### config.mk
export PLATFORM = sky130hd
export DESIGN_NAME = mandelbrot_escape_count
export DESIGN_NICKNAME = d
export VERILOG_FILES = /design/src/rtl/mbe_pkg.sv /design/src/rtl/mbe_ctrl.sv /design/src/rtl/mbe_datapath.sv /design/src/rtl/mandelbrot_escape_count.sv
export SDC_FILE = /design/constraint.sdc
export NUM_CORES = 2
export LEC_CHECK = 0
export BUFFER_PORTS_ARGS = -buffer_cell sky130_fd_sc_hd__buf_2
export CORE_ASPECT_RATIO = 1.1
export CORE_MARGIN = 2
export CORE_UTILIZATION = 40
export CTS_CLUSTER_SIZE = 24
export DETAILED_ROUTE_END_ITERATION = 8
export PLACE_DENSITY = 0.57
export REMOVE_ABC_BUFFERS = 1
export SLEW_MARGIN = 25
export SYNTH_ARGS = -nofsm -noshare
export SYNTH_HDL_FRONTEND = slang
export SYNTH_SLANG_ARGS = --single-unit
### constraint.sdc
create_clock -name clk -period 21.6 [get_ports clk]
set_input_delay 4.32 -clock clk [delete_from_list [all_inputs] [get_ports clk]]
set_output_delay 4.32 -clock clk [all_outputs]
set_load 0.05 [all_outputs]
### src/rtl/mbe_pkg.sv
// Package for the Mandelbrot escape-time counter.
// Holds shared widths, defaults and the controller/datapath interface structs.
// No dependencies.
package mbe_pkg;

  localparam int IN_W = 24;
  localparam int CNT_W = 4;
  localparam int FRAC_BITS_DEF = 20;
  localparam int ITER_LIMIT_DEF = 15;
  localparam int ESCAPE_RADIUS_SQ = 4;
  localparam logic [CNT_W-1:0] MAX_ITER_RESET = CNT_W'(10);

  // Commands from the controller to the datapath.
  typedef struct packed {
    logic load;
    logic mul;
    logic update;
  } mbe_cmd_t;

  // Status from the datapath to the controller.
  typedef struct packed {
    logic zero_limit;
    logic escape;
    logic last;
  } mbe_status_t;

endpackage

### src/rtl/mbe_ctrl.sv
// Controller state machine for the escape-time counter.
// Sequences load, multiply and update steps; depends on mbe_pkg.
module mbe_ctrl import mbe_pkg::*; (
  input  logic        clk,
  input  logic        rst,
  input  logic        start,
  input  mbe_status_t status,
  output mbe_cmd_t    cmd,
  output logic        busy,
  output logic        done
);

  typedef enum logic [1:0] {
    IDLE,
    MUL,
    UPD
  } state_t;

  state_t state;

  assign busy = (state != IDLE);

  always_comb begin
    cmd.load = (state == IDLE) && start;
    cmd.mul = (state == MUL);
    cmd.update = (state == UPD);
  end

  always_ff @(posedge clk) begin
    if (rst) begin
      state <= IDLE;
      done <= 1'b0;
    end else begin
      done <= 1'b0;
      case (state)
        IDLE: begin
          if (start) begin
            // A zero limit runs no iteration and reports at once.
            if (status.zero_limit) begin
              done <= 1'b1;
            end else begin
              state <= MUL;
            end
          end
        end
        MUL: begin
          state <= UPD;
        end
        UPD: begin
          if (status.escape || status.last) begin
            done <= 1'b1;
            state <= IDLE;
          end else begin
            state <= MUL;
          end
        end
        default: begin
          state <= IDLE;
        end
      endcase
    end
  end

endmodule

### src/rtl/mbe_datapath.sv
// Datapath for the escape-time counter: z registers, shared multipliers,
// escape test, iteration counter and limit register; depends on mbe_pkg.
module mbe_datapath import mbe_pkg::*; #(
  parameter int FRAC_BITS = FRAC_BITS_DEF,
  parameter int ITER_LIMIT = ITER_LIMIT_DEF
) (
  input  logic                    clk,
  input  logic                    rst,
  input  mbe_cmd_t                cmd,
  output mbe_status_t             status,
  input  logic                    cfg_we,
  input  logic [CNT_W-1:0]        cfg_data,
  input  logic signed [IN_W-1:0]  c_re,
  input  logic signed [IN_W-1:0]  c_im,
  output logic [CNT_W-1:0]        iteration_count,
  output logic                    bounded
);

  // z stays within radius 2 while iterating, so one step reaches at most
  // 4 plus the largest |c|; two guard bits above that cover the sign.
  localparam int ZW = (((FRAC_BITS + 3) > (IN_W - 1)) ? (FRAC_BITS + 3) : (IN_W - 1)) + 2;
  localparam int PW = 2 * ZW;
  localparam logic [PW:0] THR = (PW + 1)'(ESCAPE_RADIUS_SQ) << (2 * FRAC_BITS);

  logic [CNT_W-1:0]       max_iterations;
  logic [CNT_W-1:0]       limit;
  logic [CNT_W-1:0]       limit_next;
  logic [CNT_W-1:0]       iter_inc;
  logic signed [IN_W-1:0] cr;
  logic signed [IN_W-1:0] ci;
  logic signed [ZW-1:0]   x;
  logic signed [ZW-1:0]   y;
  logic signed [ZW-1:0]   x_next;
  logic signed [ZW-1:0]   y_next;
  logic signed [PW-1:0]   xx;
  logic signed [PW-1:0]   yy;
  logic signed [PW-1:0]   xy;
  logic [PW:0]            mag_sq;
  logic signed [PW:0]     diff;
  logic signed [PW:0]     diff_sh;
  logic signed [PW-1:0]   xy_sh;

  always_comb begin
    if (32'(max_iterations) > ITER_LIMIT) begin
      limit_next = CNT_W'(ITER_LIMIT);
    end else begin
      limit_next = max_iterations;
    end
  end

  assign iter_inc = iteration_count + CNT_W'(1);

  always_comb begin
    mag_sq = {1'b0, $unsigned(xx)} + {1'b0, $unsigned(yy)};
    diff = (PW + 1)'(xx) - (PW + 1)'(yy);
    diff_sh = diff >>> FRAC_BITS;
    xy_sh = xy >>> (FRAC_BITS - 1);
    x_next = ZW'(diff_sh) + ZW'(cr);
    y_next = ZW'(xy_sh) + ZW'(ci);
  end

  assign status.zero_limit = (limit_next == '0);
  assign status.escape = (mag_sq > THR);
  assign status.last = (iter_inc == limit);

  always_ff @(posedge clk) begin
    if (rst) begin
      max_iterations <= MAX_ITER_RESET;
    end else if (cfg_we) begin
      max_iterations <= cfg_data;
    end
  end

  always_ff @(posedge clk) begin
    if (cmd.load) begin
      cr <= c_re;
      ci <= c_im;
      x <= '0;
      y <= '0;
      limit <= limit_next;
      iteration_count <= '0;
      bounded <= status.zero_limit;
    end
    if (cmd.mul) begin
      xx <= x * x;
      yy <= y * y;
      xy <= x * y;
    end
    if (cmd.update) begin
      bounded <= !status.escape && status.last;
      if (!status.escape) begin
        x <= x_next;
        y <= y_next;
        iteration_count <= iter_inc;
      end
    end
  end

endmodule

### src/rtl/mandelbrot_escape_count.sv
// Top level of the Mandelbrot escape-time counter.
// Joins mbe_ctrl and mbe_datapath; depends on mbe_pkg.
//
//   channel  signals                        direction  handshake
//   input    start, busy, c_re, c_im        in         start & !busy
//   result   done, iteration_count, bounded out        done, one cycle
//   config   cfg_we, cfg_data               in         cfg_we
//
// Each iteration has two steps: the MUL state registers x*x, y*y and x*y
// in the shared multipliers, and the UPD state tests the escape radius and
// updates z. An item loads c and then runs up to the limit of iterations
// (the default limit is ten); a zero limit answers at once. Reset clears the
// state machine and loads the limit register with ten. The receiver cannot
// stall: done is high for one cycle and the next item may start in it.
module mandelbrot_escape_count import mbe_pkg::*; #(
  parameter int FRAC_BITS = FRAC_BITS_DEF,
  parameter int ITER_LIMIT = ITER_LIMIT_DEF
) (
  input  logic                   clk,
  input  logic                   rst,
  input  logic                   start,
  output logic                   busy,
  input  logic signed [IN_W-1:0] c_re,
  input  logic signed [IN_W-1:0] c_im,
  output logic                   done,
  output logic [CNT_W-1:0]       iteration_count,
  output logic                   bounded,
  input  logic                   cfg_we,
  input  logic [CNT_W-1:0]       cfg_data
);

  mbe_cmd_t    cmd;
  mbe_status_t status;

  mbe_ctrl u_ctrl (
    .clk    (clk),
    .rst    (rst),
    .start  (start),
    .status (status),
    .cmd    (cmd),
    .busy   (busy),
    .done   (done)
  );

  mbe_datapath #(
    .FRAC_BITS  (FRAC_BITS),
    .ITER_LIMIT (ITER_LIMIT)
  ) u_datapath (
    .clk             (clk),
    .rst             (rst),
    .cmd             (cmd),
    .status          (status),
    .cfg_we          (cfg_we),
    .cfg_data        (cfg_data),
    .c_re            (c_re),
    .c_im            (c_im),
    .iteration_count (iteration_count),
    .bounded         (bounded)
  );

  // A result is only reported once the sequencer is back in idle.
  assert property (@(posedge clk) disable iff (rst) done |-> !busy)
    else $error("result strobe while busy");

  // The origin never escapes, so an escaped point has done at least one iteration.
  assert property (@(posedge clk) disable iff (rst)
    (done && !bounded) |-> (iteration_count != '0))
    else $error("escape reported with zero iterations");

  // An accepted item either starts work or answers at once.
  assert property (@(posedge clk) disable iff (rst)
    (start && !busy) |=> (busy || done))
    else $error("accepted item was dropped");

  // Work only begins on an accepted item.
  assert property (@(posedge clk) disable iff (rst) $rose(busy) |-> $past(start))
    else $error("busy without a start");

endmodule
==> results.md <==
Run status:
- The run finished with clean final reports.

CTS:
- In this run, post-CTS repair resized a total of 0 instances.
- The clock reaches the later pin of the worst-skew pair after 0.68 ns.
- In this run the deepest clock path goes through 3 buffers.
- The number of levels in the clock H-tree is 2.
- Buffers added to address setup during post-CTS repair amount to 0.
- TritonCTS built the clock tree.
- The number of hold buffers added after CTS was 0.
- The root cell of the clock tree is sky130_fd_sc_hd__clkbuf_16.
- The total clock buffers created by CTS is 40.
- Clock tree synthesis found a total of 237 sinks.
- The register clock-pin slew on the reported worst setup and hold paths is 0.06 ns.

Finish:
- The fraction of layout cells with a size suffix above 1 is 3.83%.
- Relative to the synthesized area, the layout overhead comes to 5.53%.
- Leaving out fill and tap cells, the most frequent cells in the layout are 2,084 x sky130_fd_sc_hd__inv_1, 1,807 x sky130_fd_sc_hd__fa_1, 801 x sky130_fd_sc_hd__nand2_1.
- The most common cell after layout, fill and taps aside is sky130_fd_sc_hd__inv_1.
- The number of nets in the layout is 10.3k.
- The core utilization of the finished layout is 42.5%.

Timing:
- Setup violations remaining at the end of the flow were counted as 0.
- The worst pin sits at a relative slew slack of 26.4%.
- The number of hold violations in the final report is 0.
- For the pin with the worst max-slew slack, the measured transition is 1.09 ns.
- The worst path needs 9.37 ns of the cycle, external delays included.
- Setup total negative slack on the finished layout was measured at 0 ns.
- The worst path meets setup with 12.23 ns of slack.
- Setup repair after global routing left no endpoint under its margin.
- The maximum operating frequency is 107 MHz.
- The max-slew violation count is 0.
- The fraction of the cycle the final worst path needs is 43.4%.
- For the final database, setup skew stands at 0.0739 ns.

Detailed routing:
- The wire length per cell after detailed routing is 20.3 um.
- The routed design has 211 mm of wire.
- The routed layout has 52.5k vias.
- For this block, the initial DRC count from the detailed router was 3,411.
- Before antenna repair, the detailed router went through 7 iterations.
- In the routed design, unresolved DRC markers number 0.
- The routed via count divided by cell count is 5.06.
- The final antenna-violating net count is 0.

Yosys:
- Each instance of the synthesized netlist takes up on average 9.54 sq um.
- The simple-gate portion of the synthesized area is 11.9%.
- The commonest register cell after synthesis is sky130_fd_sc_hd__edfxtp_1.
- The combined area of all synthesized cells is 75,900 sq um.
- The largest family of logic cells by synthesized area is adder cells.
- The share of flip-flops with an asynchronous set or reset after synthesis is 0%.
- In this run the biggest area consumer among cell types represents 47.6% of the synthesized area.
- In the post-synthesis netlist, the biggest area contributors are sky130_fd_sc_hd__fa_1 48%, sky130_fd_sc_hd__inv_1 10%, sky130_fd_sc_hd__ha_1 9.5%, sky130_fd_sc_hd__edfxtp_1 7.0%, sky130_fd_sc_hd__nand2_1 4.0%.
- The fraction of the yosys area taken by sequential cells is 8.57%.
- The multiplexer area fraction after synthesis is 0.911%.
- In this run, synthesis inferred 176 flip-flops with an integrated enable.
- The flip-flop and latch count after synthesis is 237.
- The area share of fa/ha/maj cells after synthesis is 57.2%.
- Summing the areas of all compound-gate instances in the mapped netlist gives 6.32% of the synthesized area.
- The xor/xnor share of the synthesized area is 3.07%.
- Synthesis handed over a netlist of 7,958 instances.
- Yosys printed 0 warnings.
- After synthesis, the netlist uses 97 different library cells.
- The cell taking the most area after synthesis is sky130_fd_sc_hd__fa_1.

Global route:
- The layer carrying the most global-route usage is met2.
- The met3 track demand over resource is 2.63%.
- For this run, global-route usage on met1 was measured as 29.2%.
- In the global route stage, met2 resource usage came out at 40.2%.
- Entering global routing, the biggest net connects 69 pins.
- The first global-routing pass estimated 339 mm of wire.
- For this run the aggregate overflow at the end of global routing stands at 0.
- The number of antenna violations at the first check in global routing is 4.
- Global routing used 22.9% of the available tracks across all layers.
- The number of global-route vias before repair is 59.4k.

Power and ir drop:
- VDD sags by at most 52.2 uV.
- The analysis attributes to cell leakage a power of 42.6 nW.
- The cell area power density is 18.8 nW/um^2.
- After layout, the design draws a total of 0.00151 W.

Worst setup path:
- The data required time at the worst endpoint is 22.02 ns.
- The delay of the slowest cell on the worst path is 0.84 ns.
- STA puts the critical path data arrival time at 9.78 ns.
- The launching element type of the critical path is a flop.
- The slowest stage of the critical path is the sky130_fd_sc_hd__a21boi_0 cell.
- Along the worst path, the maximum fanout reaches 16.
- The critical path endpoint category is a flop.
- The worst setup path is of the reg -> reg kind.
- By instance count, the cell type seen most on the critical path is sky130_fd_sc_hd__fa_1.

Placed design:
- The global placer's final weighted congestion is 0.899.
- The sum of net half-perimeters after detailed placement is 166 mm.
- At the placement stage, the worst setup path has a slack of 12.46 ns.
- The number of I/O port buffers is 62.

Floorplan:
- The starting density of the core is 40.3%.
- The number of standard-cell rows in the floorplan is 167.
- The vertical die dimension is 461 um.
- The placeable core region is 188,000 sq um.
- The die area is 193,000 sq um.
- The number of primary I/O pins is 63.
- The floorplan step set the die width to 419 um.

Run:
- The number of violations of the max-capacitance limit is 0.

Worst hold path:
- The class of the tightest hold or removal check is reg -> reg.
through the flow:
step | hold slack, ns | instances | instance area [sq um]
after floorplan | 0.423 | 7641 | 74600
after global placement | 0.445 | 10313 | 78800
after detailed placement | 0.448 | 10313 | 78800
after CTS | 0.461 | 10386 | 80100
after global routing | 0.482 | 10386 | 80100
final | 0.463 | 10387 | 80100
final timing paths:
| kind | start | to | slack [ns] | cells past startpoint |
|---|---|---|---|---|
| worst max register to register | u_datapath.y[10] | u_datapath.yy[43] | 12.23 | 25 |
| worst max-delay path | u_datapath.y[10] | u_datapath.yy[43] | 12.23 | 25 |
| worst min-delay path | u_datapath.limit_next[1] | u_datapath.limit[1] | 0.46 | 0 |
| worst min register to register | u_datapath.limit_next[1] | u_datapath.limit[1] | 0.46 | 0 |
synthesized netlist by cell type (41+ instances only):
cell type and number:
sky130_fd_sc_hd__inv_1 2085, sky130_fd_sc_hd__fa_1 1807, sky130_fd_sc_hd__nand2_1 802, sky130_fd_sc_hd__ha_1 579, sky130_fd_sc_hd__and2_1 470, sky130_fd_sc_hd__clkbuf_1 293
sky130_fd_sc_hd__nor2_1 262, sky130_fd_sc_hd__a21oi_1 231, sky130_fd_sc_hd__xnor2_1 190, sky130_fd_sc_hd__edfxtp_1 176, sky130_fd_sc_hd__a21o_1 104, sky130_fd_sc_hd__o21ai_0 98
sky130_fd_sc_hd__nor2b_1 88, sky130_fd_sc_hd__xor2_1 76, sky130_fd_sc_hd__mux2i_1 62, sky130_fd_sc_hd__dfxtp_1 61, sky130_fd_sc_hd__nand3_1 44, sky130_fd_sc_hd__nand2b_1 41
power breakdown:
group | internal [W] | switching [W] | leakage, nW
Sequential | 0.000507 | 0.0000169 | 2.20
Combinational | 0.0000982 | 0.000185 | 39.8
Clock | 0.000407 | 0.000294 | 0.671
Total | 0.00101 | 0.000496 | 42.6
area by class of cell:
cell class	instances	area, sq um
flip-flops and latches	237	6570
multi-input cells	5309	60300
repair buffers	137	873
clock inverters	26	310
inverters	2095	7870
well taps	2535	3170
fillers	18703	108000
clock buffers	47	1070
diodes	1	2.50
registers in the layout, indices dropped and copies added, names as in the netlist:
register	cells
u_datapath.yy	49
u_datapath.xy	25
u_datapath.y	25
u_datapath.cr	24
u_datapath.limit	4
u_datapath.xx	49
u_ctrl.done	1
u_datapath.bounded	1
u_datapath.x	25
u_datapath.ci	24
u_datapath.limit_next	4
u_datapath.iteration_count	4
u_ctrl.state	2
logic make-up after synthesis:
family	count (synthesis)
xor+xnor	266
simple gates	1870
buf+inv	2412
mux	68
compound gates	719
flops	237
fa+ha+maj	2386
worst max-delay path, delay by kind of cell, from the launching register on:
kind	cells	cell delay (ns)
buffers and inverters	5	0.79
adders and majority gates	8	3.74
xor gates and xnor gates	1	0.09
AOI/OAI and AO/OA	8	3.02
DFF	1	0.74
and+or+nand+nor	3	0.73
layer usage:
metal,wire length [um],vias to the layer above,part of all wire [%]
met5,0,-,0
met2,106000,1310,50
met3,10400,292,4.9
met1,85200,27529,40
li1,-,23403,-
met4,8840,0,4.2
(Power assumes the default switching activity.)
